File: src/awc_pkg.sv
package awc_pkg;

  localparam int MAX_PATTERN = 256;
  localparam int COUNT_WIDTH = 16;
  localparam int NSYM        = 256;
  localparam int SYM_W       = 8;
  localparam int BAL_W       = 10;
  localparam int UNB_W       = 9;
  localparam int TOTAL_W     = 16;
  localparam int PLEN_W      = $clog2(MAX_PATTERN + 1);
  localparam int RING_AW     = $clog2(MAX_PATTERN);
  localparam int QDEPTH      = 2;

  typedef enum logic [1:0] {
    CMD_CLEAR   = 2'd0,
    CMD_PATTERN = 2'd1,
    CMD_TEXT    = 2'd2,
    CMD_NONE    = 2'd3
  } cmd_t;

  typedef struct packed {
    cmd_t             cmd;
    logic [SYM_W-1:0] sym;
  } op_t;

  typedef enum logic [2:0] {
    ST_FETCH,
    ST_PAT_WR,
    ST_RD_OLD,
    ST_WR_OLD,
    ST_WR_NEW
  } state_t;

endpackage

File: src/awc_front.sv
module awc_front
  import awc_pkg::*;
(
  input  logic             clk,
  input  logic             rst_n,
  input  logic             in_tvalid,
  output logic             in_tready,
  input  logic [1:0]       in_tuser,
  input  logic [SYM_W-1:0] in_tdata,
  output logic             q_valid,
  output op_t              q_op,
  input  logic             q_pop
);

  op_t                  q_mem_r [QDEPTH];
  logic [$clog2(QDEPTH)-1:0] wr_ptr_r, wr_ptr_nxt, rd_ptr_r, rd_ptr_nxt;
  logic [$clog2(QDEPTH):0]   cnt_r, cnt_nxt;
  logic                 push;
  op_t                  op_in;

  // classify the incoming request
  always_comb begin
    op_in.cmd = cmd_t'(in_tuser);
    op_in.sym = in_tdata;
  end

  assign in_tready = (cnt_r != ($clog2(QDEPTH)+1)'(QDEPTH));
  assign push      = in_tvalid && in_tready;
  assign q_valid   = (cnt_r != '0);
  assign q_op      = q_mem_r[rd_ptr_r];

  // advance pointers and count
  always_comb begin
    wr_ptr_nxt = push  ? wr_ptr_r + 1'b1 : wr_ptr_r;
    rd_ptr_nxt = q_pop ? rd_ptr_r + 1'b1 : rd_ptr_r;
    cnt_nxt    = cnt_r;
    if (push && !q_pop) begin
      cnt_nxt = cnt_r + 1'b1;
    end else if (!push && q_pop) begin
      cnt_nxt = cnt_r - 1'b1;
    end
  end

  always_ff @(posedge clk) begin
    if (!rst_n) begin
      wr_ptr_r <= '0;
      rd_ptr_r <= '0;
      cnt_r    <= '0;
    end else begin
      wr_ptr_r <= wr_ptr_nxt;
      rd_ptr_r <= rd_ptr_nxt;
      cnt_r    <= cnt_nxt;
    end
  end

  // hold queued requests
  always_ff @(posedge clk) begin
    if (push) begin
      q_mem_r[wr_ptr_r] <= op_in;
    end
  end

endmodule

File: config.mk
export PLATFORM = sky130hd
export DESIGN_NAME = awc_front
export DESIGN_NICKNAME = d
export VERILOG_FILES = /design/src/awc_pkg.sv /design/src/awc_front.sv
export SDC_FILE = /design/constraint.sdc
export NUM_CORES = 1
export LEC_CHECK = 0
export BUFFER_PORTS_ARGS = -buffer_cell sky130_fd_sc_hd__buf_4
export CAP_MARGIN = 20
export CORE_AREA = 2 2 46 70
export DETAILED_ROUTE_END_ITERATION = 7
export DIE_AREA = 0 0 48 72
export RECOVER_POWER = 50
export SYNTH_ARGS = -nofsm -noshare
export SYNTH_HDL_FRONTEND = slang
export SYNTH_SLANG_ARGS = --single-unit
File: constraint.sdc
create_clock -name clk -period 1.6 [get_ports clk]
set_clock_uncertainty 0.05 [all_clocks]
set_input_delay 0.16 -clock clk [delete_from_list [all_inputs] [get_ports clk]]
set_output_delay 0.16 -clock clk [all_outputs]
set_load 0.02 [all_outputs]
Word-level counts from Yosys, hierarchy flattened
Memories as Yosys holds them, arrays and structs flattened. A register that Yosys moved wholly into a read port is not among the register bits.
Cells that the tools add are included.
{ "op_classes": {"magnitude_cmp": 0, "bitwise_logic": 0, "n_reduce_logical": 7, "muxes": 6, "n_mul": 0, "add_sub_neg": 4, "n_eq_ne": 1, "shift": 0, "div_mod_pow": 0} }
{ "op_table": {"columns": ["operator", "n"], "rows": [
  ["1-bit 2-to-1 mux", 4],
  ["2-bit 2-to-1 mux", 2],
  ["2-bit nonzero test", 2],
  ["1-bit logical AND", 3],
  ["1-bit adder (second input constant)", 2],
  ["2-bit by 1-bit adder with 2-bit output (second input constant)", 1],
  ["1-bit zero test", 2],
  ["2-bit inequality test (second input constant)", 1],
  ["2-bit by 1-bit subtractor with 2-bit output (second input constant)", 1]
]} }
{ "word_totals": {"rom_bits": 0, "elab_cells": 22, "regBits": 4, "input_bits": 14, "memories": 1, "ramBits": 20, "latchBits": 0, "output_inout_bits": 12} }
{ "memory_table": {"columns": ["name", "words", "width", "read_ports", "rd_clocked_by_memory_dff", "write_ports", "line", "source"], "rows": [
  ["q_mem_r", 2, 10, 1, 1, 1, "awc_front.sv:15", "op_t q_mem_r [QDEPTH];"]
]} }

Depth between registers and ports, before layout
Gate-level depths: netlist of run 1.
{ "logic_depth": {"word_depth": 6, "mapped_depth": 6, "mapped_depth_nobuf": 6} }

Worst setup path after synthesis of run 1
OpenSTA, ideal clock, no wires.
{ "synth_path": {"path_kind": "flip-flop to flip-flop", "start": "register cnt_r[0]", "end": "register cnt_r[1]", "required_time_ns": 1.480, "stages_incl_launch_ff": 6, "path_buffers": 0, "slack_ns": 0.056, "synth_period_minus_slack_ns": 1.544, "arrival_time_ns": 1.424, "setup_time_ns": 0.070, "cell_sequence": "dfxtp_1 > nand2b_4 > and2_1 > ha_1 > or3_1 > a21boi_1"} }
{ "synth_between": {"elab_chain_len": 5, "word_cells_on_any_way": 10, "cone_classes": "2 x add/sub; 1 x eq/ne; 2 x mux; 5 x reduce/logical"} }
{ "synth_rtl": {"columns": ["item", "line", "source"], "rows": [
  ["start, declared", "awc_front.sv:17", "logic [$clog2(QDEPTH):0] cnt_r, cnt_nxt;"],
  ["start signal, assigned", "awc_front.sv:52", "cnt_r <= cnt_nxt;"],
  ["2-bit inequality test (*)", "awc_front.sv:27", "assign in_tready = (cnt_r != ($clog2(QDEPTH)+1)'(QDEPTH));"],
  ["named net in_tready", "awc_front.sv:7", "output logic in_tready,"],
  ["1-bit logical AND (*)", "awc_front.sv:28", "assign push = in_tvalid && in_tready;"],
  ["1-bit zero test", "awc_front.sv:39", "end else if (!push && q_pop) begin"],
  ["1-bit logical AND", "awc_front.sv:39", null],
  ["2-bit nonzero test (no line)", null, null]
]} }
Mark *: on every way through the listed nets, which the timed path passes. The rest lies on a longest branch. The select of a mux whose other input is x is not followed.
A chain may end at the register's enable or synchronous reset.

Worst setup path in the final report of run 1
{ "layout_path": {"start": "register cnt_r[0]", "end": "register cnt_r[1]"} }
{ "layout_between": {"elab_chain_len": 5, "word_cells_on_any_way": 10, "cone_classes": "2 x add/sub; 1 x eq/ne; 2 x mux; 5 x reduce/logical"} }
{ "layout_rtl": {"columns": ["item"], "rows": [
  ["branches (longest 5 deep; another with 2-bit by 1-bit subtractor with 2-bit output)"]
]} }
Several ways; the timed one is not identified. The select of a mux whose other input is x is not followed.

==> results.cfg, run 1 <==
[worst_hold_path]
hp-class = input pin to register

[cells_and_area]
multi_input_area_um2 = 262
final_cells = 123
syn2layout_area_growth_pct = 30.5
layout-drive-gt1-share_pct = 53.6
layout.nets = 100
nFillCells = 271
post-route-util_pct = 43.9
seqCellArea_um2 = 707
n_antenna_cell = 0

[synth]
synth_top_area_cell = edfxtp_1
synth_top_area_share_pct = 62.6
ys_ff_latch = 25
postSynthCellCount = 55
synth.most_common_cell = edfxtp_1
synth_area_leaders = edfxtp_1 (63%), mux2_2 (12%), dfxtp_1 (10%)
ys_seq_area_share_pct = 73.0
yosysUniqueCellTypes = 18
synth_fp_nets = 70
async_reset_ff_share_pct = 0
synth-main-ff-cell = edfxtp_1
synth_commonest_cells = edfxtp_1 (20), mux2_2 (10), dfxtp_1 (5)
syn_area_um2 = 960
avgSynthCellArea_um2 = 17.4
synth_edf_count = 20
synth_warnings = 0

[power_and_ir_drop]
ir_drop_mv = 0.577
p_comb_share_pct = 22.6
p_leak_nw = 0.478
p_clk_share_pct = 23.1
switching_share_pct = 25.3
finalPower_mw = 1.52
p_int_mw = 1.14
p_sw_uw = 385
seqPwrFrac_pct = 54.4
power.density_mw_per_mm2 = 1210

[timing]
worst_pin_slew_ns = 0.403
clock.fmax_ghz = 0.652
grt_setup_unrepaired = false
period_needed_ns = 1.53
period_share_pct = 95.8
fin_tns_setup_ns = 0
hold_violations = 0
relSlewSlack_pct = 73.1
slew_viol_final = 0
setup_viol = 0

[cts]
clk_pin_slew_ns = 0.08
cts.sinks = 25
cts-root-buf = clkbuf_8
numCtsBuffers = 3
h-tree-depth = 1
cts_buffer_depth = 2
post_cts_buffers = 0
clock_latency_ns = 0.26
cts_tree = built
cts_hold_buf = 0

[global_routing]
grt_pass1_vias = 541
grt_max_degree = 15
grt_pass1_wl_mm = 2.33
grt_use_total_pct = 9.61
antenna_found_initial = 0
grt-ovfl-total = 0

[worst_setup_path]
crit_type = register to register
crit_required_ns = 1.74
path_max_fanout = 5
worstSetupStartpointType = register
end_kind = register
cp.arrival_ns = 1.67

[die]
initial_core_util_pct = 33.6
die_area_mm2 = 0.00346
design.core.area_mm2 = 0.00285
rows = 24
die_h_um = 72
die_w_um = 48
io_pins = 26

[drt]
via_per_inst = 4.28
vias = 527
wl_mm = 1.45
drcViolationCount = 0
drt_iter0_drc = 3
drt_pass1_iterations = 2
final_antenna_net_count = 0
wl_per_cell_um = 11.8

[placement]
gp_congestion = 0.600
port_buffers = 25
place_inst = 119

[run_status]
outcome = finished, final reports clean

[job]
drv_cap = 0
[routing by layer]
metal	part of all wire (%)	routed length, um	GRT usage (%)
met5	0	0	0
met4	2.0	29	5.41
met3	7.6	110	2.74
met2	54	791	15.7
met1	36	522	10.6
[kinds of logic (layout without fill, tap and decap cells)]
group           Yosys count  count (layout)  share of synthesized area (%)
compound gates            4               4                           3.13
xor+xnor                  3               3                           2.74
fa+ha+maj                 1               1                           1.30
buf+inv                   3              32                           1.30
flops                    25              25                           73.0
mux                      10              10                           11.7
simple gates              9               9                           6.78
[power groups by stage]
stage          clock [mW]  sequential [mW]  combinational, mW
2_1_floorplan           0            0.819              0.223
3_3_place_gp            0            0.831              0.343
3_5_place_dp            0            0.838              0.347
4_1_cts             0.365            0.825              0.349
5_1_grt             0.386            0.835              0.374
6_report            0.351            0.827              0.343
[state kept, by name, indices dropped and copies added (netlist names), named ones only]
register  count
cnt_r         2
rd_ptr_r      1
q_mem_r      20
wr_ptr_r      1
[layout make-up]
type                       count  area share (%)
inverter                       2           0.599
clock buffer                   3            3.30
clock inverter                 1           0.400
sequential                    25            56.4
multi-input combinational     27            20.9
timing repair buffer          26            14.5
tap                           39            3.90
[worst max-delay path, stage by stage, from the launching register on]
cell      delay [ns]
dfxtp_4         0.36
nand2b_4        0.15
and2_4          0.16
ha_4            0.15
xor2_1          0.14
or3_1           0.30
a21boi_1        0.14
[layout by cell type, fill, tap and decap left out]
cell / instances
or3_1: 1
clkinv_2: 1
nand2b_4: 1
and2_0: 2
and2_1: 1
clkbuf_1: 3
dfxtp_4: 1
o21ai_0: 1
xnor2_1: 1
a21boi_0: 1
mux2_2: 10
nand3b_1: 1
ha_4: 1
edfxtp_1: 20
a21bo_2: 1
buf_4: 14
and2_4: 1
or2_2: 1
clkbuf_2: 1
dfxtp_1: 2
dfxtp_2: 2
and3_1: 1
clkbuf_4: 8
inv_1: 2
a21boi_1: 1
xor2_1: 2
clkbuf_8: 3
[what timing repair did]
item	CTS	global route
endpoints found under the setup margin	11	1
resized for setup	2	4
cloned	0	0
[path summary, 6_finish.rpt]
path | start | end | slack, ns | cells past startpoint
max | cnt_r[0] | cnt_r[1] | 0.07 | 6
min | in_tdata[6] | q_mem_r[1][6] | 0.05 | 1
max reg2reg | cnt_r[0] | cnt_r[1] | 0.07 | 6
min reg2reg | cnt_r[1] | cnt_r[1] | 0.47 | 2
[stage by stage]
step                cell area [um2]  worst slack [ns]  hold slack (ns)
detailed placement             1200           0.00175            0.298
CTS                            1250           0.00288           0.0227
floorplan                       960            0.0560            0.209
global placement               1200            0.0773            0.297
global route                   1250            0.0202           0.0449
finish                         1250            0.0672           0.0525
Note: power is estimated with default switching activity, not from simulation.
==> run 2, diff against run 1 <==
--- a/config.mk
+++ b/config.mk
@@ -10,6 +10,7 @@
 export CORE_AREA = 2 2 46 70
 export DETAILED_ROUTE_END_ITERATION = 7
 export DIE_AREA = 0 0 48 72
+export HOLD_SLACK_MARGIN = 0.06
 export RECOVER_POWER = 50
 export SYNTH_ARGS = -nofsm -noshare
 export SYNTH_HDL_FRONTEND = slang
==> run 2 against run 1 <==
Maximum frequency is 0.16% lower. Utilization rose by 3.6 points. Critical path depth is the same. Non-clock buffer count is 10 higher. First-iteration DRC count unchanged. Via count up 7.2%. Critical path type unchanged. Final cell count is 8.1% higher.
==> results.cfg, run 2 (same netlist as run 1, synthesis figures left out) <==
[cts]
clk_pin_slew_ns = 0.08
numCtsBuffers = 3
cts.sinks = 25
cts_buffer_depth = 2
h-tree-depth = 1
cts_tree = built
cts-root-buf = clkbuf_8
clock_latency_ns = 0.26

[worst_setup_path]
cp.buffers_inverters = 0
path_max_fanout = 5
end_kind = register
worstSetupStartpointType = register
cp_num_cells = 6
crit_required_ns = 1.74
worstRegToRegCells = 6
cp.arrival_ns = 1.67
max_stage_delay_ns = 0.36
crit_type = register to register
critical_path.cell_chain = nand2b_4 -> and2_4 -> ha_4 -> xor2_1 -> or3_1 -> a21boi_1
r2r_slack_ns = 0.06
crit_path_top_delay_cell = dfxtp_4
rr_startpoint = cnt_r[0]
crit-reg2reg-capture = cnt_r[1]
crit_family = simple AND/OR/NAND/NOR gates

[power_and_ir_drop]
switching_share_pct = 25.2
p_comb_share_pct = 23.6
p_clk_share_pct = 22.8
p_leak_nw = 0.524
ir_drop_mv = 0.580
seqPwrFrac_pct = 53.7
power.density_mw_per_mm2 = 1140
p_sw_uw = 388
p_int_mw = 1.15

[global_routing]
grt_use_total_pct = 10.1
grt_pass1_vias = 593
grt_pass1_wl_mm = 2.46
grt_max_degree = 15
grt-ovfl-total = 0
antenna_found_initial = 0

[drt]
final_antenna_net_count = 0
drt_pass1_iterations = 2
wl_mm = 1.50
drt_iter0_drc = 3
wl_per_cell_um = 11.3
drcViolationCount = 0
via_per_inst = 4.25
vias = 565

[worst_hold_path]
whs_path_depth = 2
hp-class = input pin to register
hp-start = rst_n

[timing]
hold_ws_ns = 0.0874
setup_viol = 0
relSlewSlack_pct = 73.3
grt_setup_unrepaired = false
clock.fmax_ghz = 0.651
worst_pin_slew_ns = 0.400
hold_violations = 0
fin_tns_setup_ns = 0
period_needed_ns = 1.54
period_share_pct = 96.0
post-route-worst-setup-slack_ns = 0.0647
slew_viol_final = 0

[die]
initial_core_util_pct = 33.6
io_pins = 26
die_w_um = 48
die_area_mm2 = 0.00346
design.core.area_mm2 = 0.00285
die_h_um = 72
rows = 24

[cells_and_area]
largest_reg_flops = 20
mostFrequentLayoutCell = edfxtp_1
syn2layout_area_growth_pct = 41.3
top_register = q_mem_r
n_antenna_cell = 0
post-route-util_pct = 47.5
layout.nets = 110
final_cells = 133
final_cell_mix = edfxtp_1 (20), buf_4 (14), mux2_2 (10), dlygate4sd3_1 (10), clkbuf_4 (9)
layout-drive-gt1-share_pct = 48.9
reg_top3 = q_mem_r: 20 flops, cnt_r: 2 flops

[placement]
place_inst = 119
gp_congestion = 0.600
pre_cts_slack_ns = 0.00175
port_buffers = 25

[job]
drv_cap = 0

[run_status]
outcome = finished, final reports clean
==> run 2: changes by cell type in the layout (fill, tap and decap cells not counted) <==
| cell | change |
|---|---|
| clkbuf_4 | +1 |
| clkbuf_1 | -1 |
| dlygate4sd3_1 | +10 |
==> run 2: per-layer routing <==
| layer | global-route usage (%) | wire length (um) | vias up |
|---|---|---|---|
| li1 | - | - | 279 |
| met3 | 2.49 | 67 | 4 |
| met5 | 0 | 0 | - |
| met4 | 5.41 | 29 | 0 |
| met1 | 10.9 | 590 | 262 |
| met2 | 17.0 | 816 | 20 |
==> run 2: worst max path at each step <==
stage	from	end	slack, ns
floorplan	cnt_r[0]	cnt_r[1]	0.06
global placement	cnt_r[0]	cnt_r[1]	0.08
detailed placement	cnt_r[0]	cnt_r[1]	0.002
CTS	cnt_r[1]	cnt_r[1]	0.003
global route	cnt_r[0]	cnt_r[1]	0.02
finish	cnt_r[0]	cnt_r[1]	0.06
==> run 2: final cells by class <==
| class | count | area (um2) |
|---|---|---|
| Timing Repair Buffer | 36 | 285 |
| Fill cell | 264 | 1500 |
| Clock buffer | 3 | 41.3 |
| Tap cell | 39 | 48.8 |
| Inverter | 2 | 7.51 |
| Sequential cell | 25 | 707 |
| Clock inverter | 1 | 5.00 |
| Multi-Input combinational cell | 27 | 262 |
==> run 2: power by group through the flow <==
stage | Sequential [mW] | Clock [mW] | Combinational [mW]
2_1_floorplan | 0.819 | 0 | 0.223
3_3_place_gp | 0.831 | 0 | 0.343
3_5_place_dp | 0.838 | 0 | 0.347
4_1_cts | 0.825 | 0.365 | 0.368
5_1_grt | 0.835 | 0.386 | 0.396
6_report | 0.827 | 0.350 | 0.363
==> run 2: repair_timing <==
action,4_1_cts,5_1_grt
hold buffers,10,0
buffers inserted,0,0
endpoints found under the hold margin,20,0
gates resized for setup,2,4
setup endpoints to repair,11,1
==> run 2: metrics by stage <==
step,cell area (um2),power [mW]
2_1_floorplan,960,1.04
3_3_place_gp,1200,1.17
3_5_place_dp,1200,1.18
4_1_cts,1350,1.56
5_1_grt,1360,1.62
6_report,1360,1.54
==> run 3, diff against run 2 <==
==> constraint.sdc (replaced) <==
create_clock -name clk -period 1.6 [get_ports clk]
set_clock_uncertainty 0.05 [all_clocks]
set_input_delay 0.16 -clock clk [delete_from_list [all_inputs] [get_ports clk]]
set_output_delay 0.16 -clock clk [all_outputs]
set_load 0.005 [all_outputs]
==> run 3 against run 2 <==
Via count fell by 0.18%. Combinational power fell by 17%. Highest routed layer unchanged. Critical path type unchanged. Worst setup slack improved by 0.0015 ns. Clock power hardly changed. Count of clock-buffer cells in the layout is the same.
==> results.cfg, run 3 (same netlist as run 1, synthesis figures left out) <==
[run_status]
outcome = finished, final reports clean

[drt]
final_antenna_net_count = 0
via_per_inst = 4.24
vias = 564
drt_iter0_drc = 3
wl_per_cell_um = 11.3
drt_pass1_iterations = 2
drcViolationCount = 0
wl_mm = 1.50

[cells_and_area]
layout.nets = 110
largest_reg_flops = 20
reg_top3 = q_mem_r: 20 flops, cnt_r: 2 flops
mostFrequentLayoutCell = edfxtp_1
layout-drive-gt1-share_pct = 50.0
multi_input_area_um2 = 262
n_antenna_cell = 0
seqCellArea_um2 = 707
syn2layout_area_growth_pct = 41.7
top_register = q_mem_r
final_cell_mix = edfxtp_1 (20), buf_4 (15), mux2_2 (10), dlygate4sd3_1 (10), clkbuf_4 (9)
nFillCells = 265

[timing]
post-route-worst-setup-slack_ns = 0.0662
period_needed_ns = 1.53
relSlewSlack_pct = 73.3
clock.fmax_ghz = 0.652
setup_viol = 0
grt_setup_unrepaired = false
slew_viol_final = 0
hold_violations = 0
worst_pin_slew_ns = 0.400
period_share_pct = 95.9
fin_tns_setup_ns = 0

[die]
die_w_um = 48
design.core.area_mm2 = 0.00285
initial_core_util_pct = 33.6
die_h_um = 72
die_area_mm2 = 0.00346
rows = 24
io_pins = 26

[cts]
numCtsBuffers = 3
h-tree-depth = 1
post_cts_buffers = 0
cts-root-buf = clkbuf_8
cts_tree = built
clk_pin_slew_ns = 0.08
cts.sinks = 25
clock_latency_ns = 0.26
cts_buffer_depth = 2

[global_routing]
use_met2_pct = 17.0
grt_use_total_pct = 10.1
grt_pass1_wl_mm = 2.46
use_met1_pct = 10.9
grt-ovfl-total = 0
grtUsageMet3_pct = 2.49
grt_max_degree = 15
grt_pass1_vias = 593
busiest_layer = met2
antenna_found_initial = 0

[worst_hold_path]
hp-class = input pin to register
whs_path_depth = 2
hp-start = rst_n

[worst_setup_path]
crit_required_ns = 1.74
worstRegToRegCells = 6
rr_startpoint = cnt_r[0]
end_kind = register
cp.arrival_ns = 1.67
worstSetupStartpointType = register
r2r_slack_ns = 0.07
crit_type = register to register
crit-reg2reg-capture = cnt_r[1]
path_max_fanout = 5

[power_and_ir_drop]
ir_drop_mv = 0.573
power.density_mw_per_mm2 = 1090
p_leak_nw = 0.527

[job]
drv_cap = 0

[placement]
port_buffers = 25
pre_cts_slack_ns = 0.00175
gp_congestion = 0.600
[run 3: cell types whose count changed in the layout (fill, tap and decap cells not counted), sizes merged]
cell,before,now
clkbuf,15,14
buf,14,15
[run 3: final cells by class]
| cell class | count | share of cell area [%] |
|---|---|---|
| Sequential cell | 25 | 52.0 |
| Timing Repair Buffer | 36 | 21.3 |
| Multi-Input combinational cell | 27 | 19.2 |
| Tap cell | 39 | 3.59 |
| Clock buffer | 3 | 3.04 |
| Inverter | 2 | 0.552 |
| Clock inverter | 1 | 0.368 |
[run 3: timing repair]
item                                    in CTS  in global routing
endpoints found under the setup margin      11                  1
resized for setup                            2                  4
hold buffers                                10                  0
hold endpoints to repair                    20                  0
cloned                                       0                  0
[run 3: power breakdown]
group	total, mW	internal (mW)	switching, mW
Sequential	0.827	0.787	0.0392
Clock	0.350	0.173	0.177
Combinational	0.303	0.193	0.110
Total	1.48	1.15	0.327
[run 3: per-layer routing]
metal	share of wire, %	up-vias
met5	0	-
met4	1.9	0
met3	4.5	4
met2	54	20
met1	39	261
li1	-	279
[run 3: worst max path at each step]
stage | from | end | slack (ns)
global placement | cnt_r[0] | cnt_r[1] | 0.08
detailed placement | cnt_r[0] | cnt_r[1] | 0.002
CTS | cnt_r[1] | cnt_r[1] | 0.003
floorplan | cnt_r[0] | cnt_r[1] | 0.1
global route | cnt_r[0] | cnt_r[1] | 0.02
finish | cnt_r[0] | cnt_r[1] | 0.07
[run 3: stage by stage]
step,util (%),instance area [um2],instances,power [mW],hold slack (ns)
3_3_place_gp,42.0,1200,119,1.11,0.297
4_1_cts,47.2,1350,133,1.49,0.0848
5_1_grt,47.7,1360,133,1.56,0.0971
3_5_place_dp,42.0,1200,119,1.12,0.298
2_1_floorplan,-,960,55,0.977,0.209
6_report,47.7,1360,133,1.48,0.0874
[run 3: worst max-delay path, stage by stage (launching register included)]
cell and delay [ns]:
dfxtp_4 0.36, nand2b_4 0.15, and2_4 0.16, ha_4 0.15
xor2_1 0.14, or3_1 0.30, a21boi_1 0.14
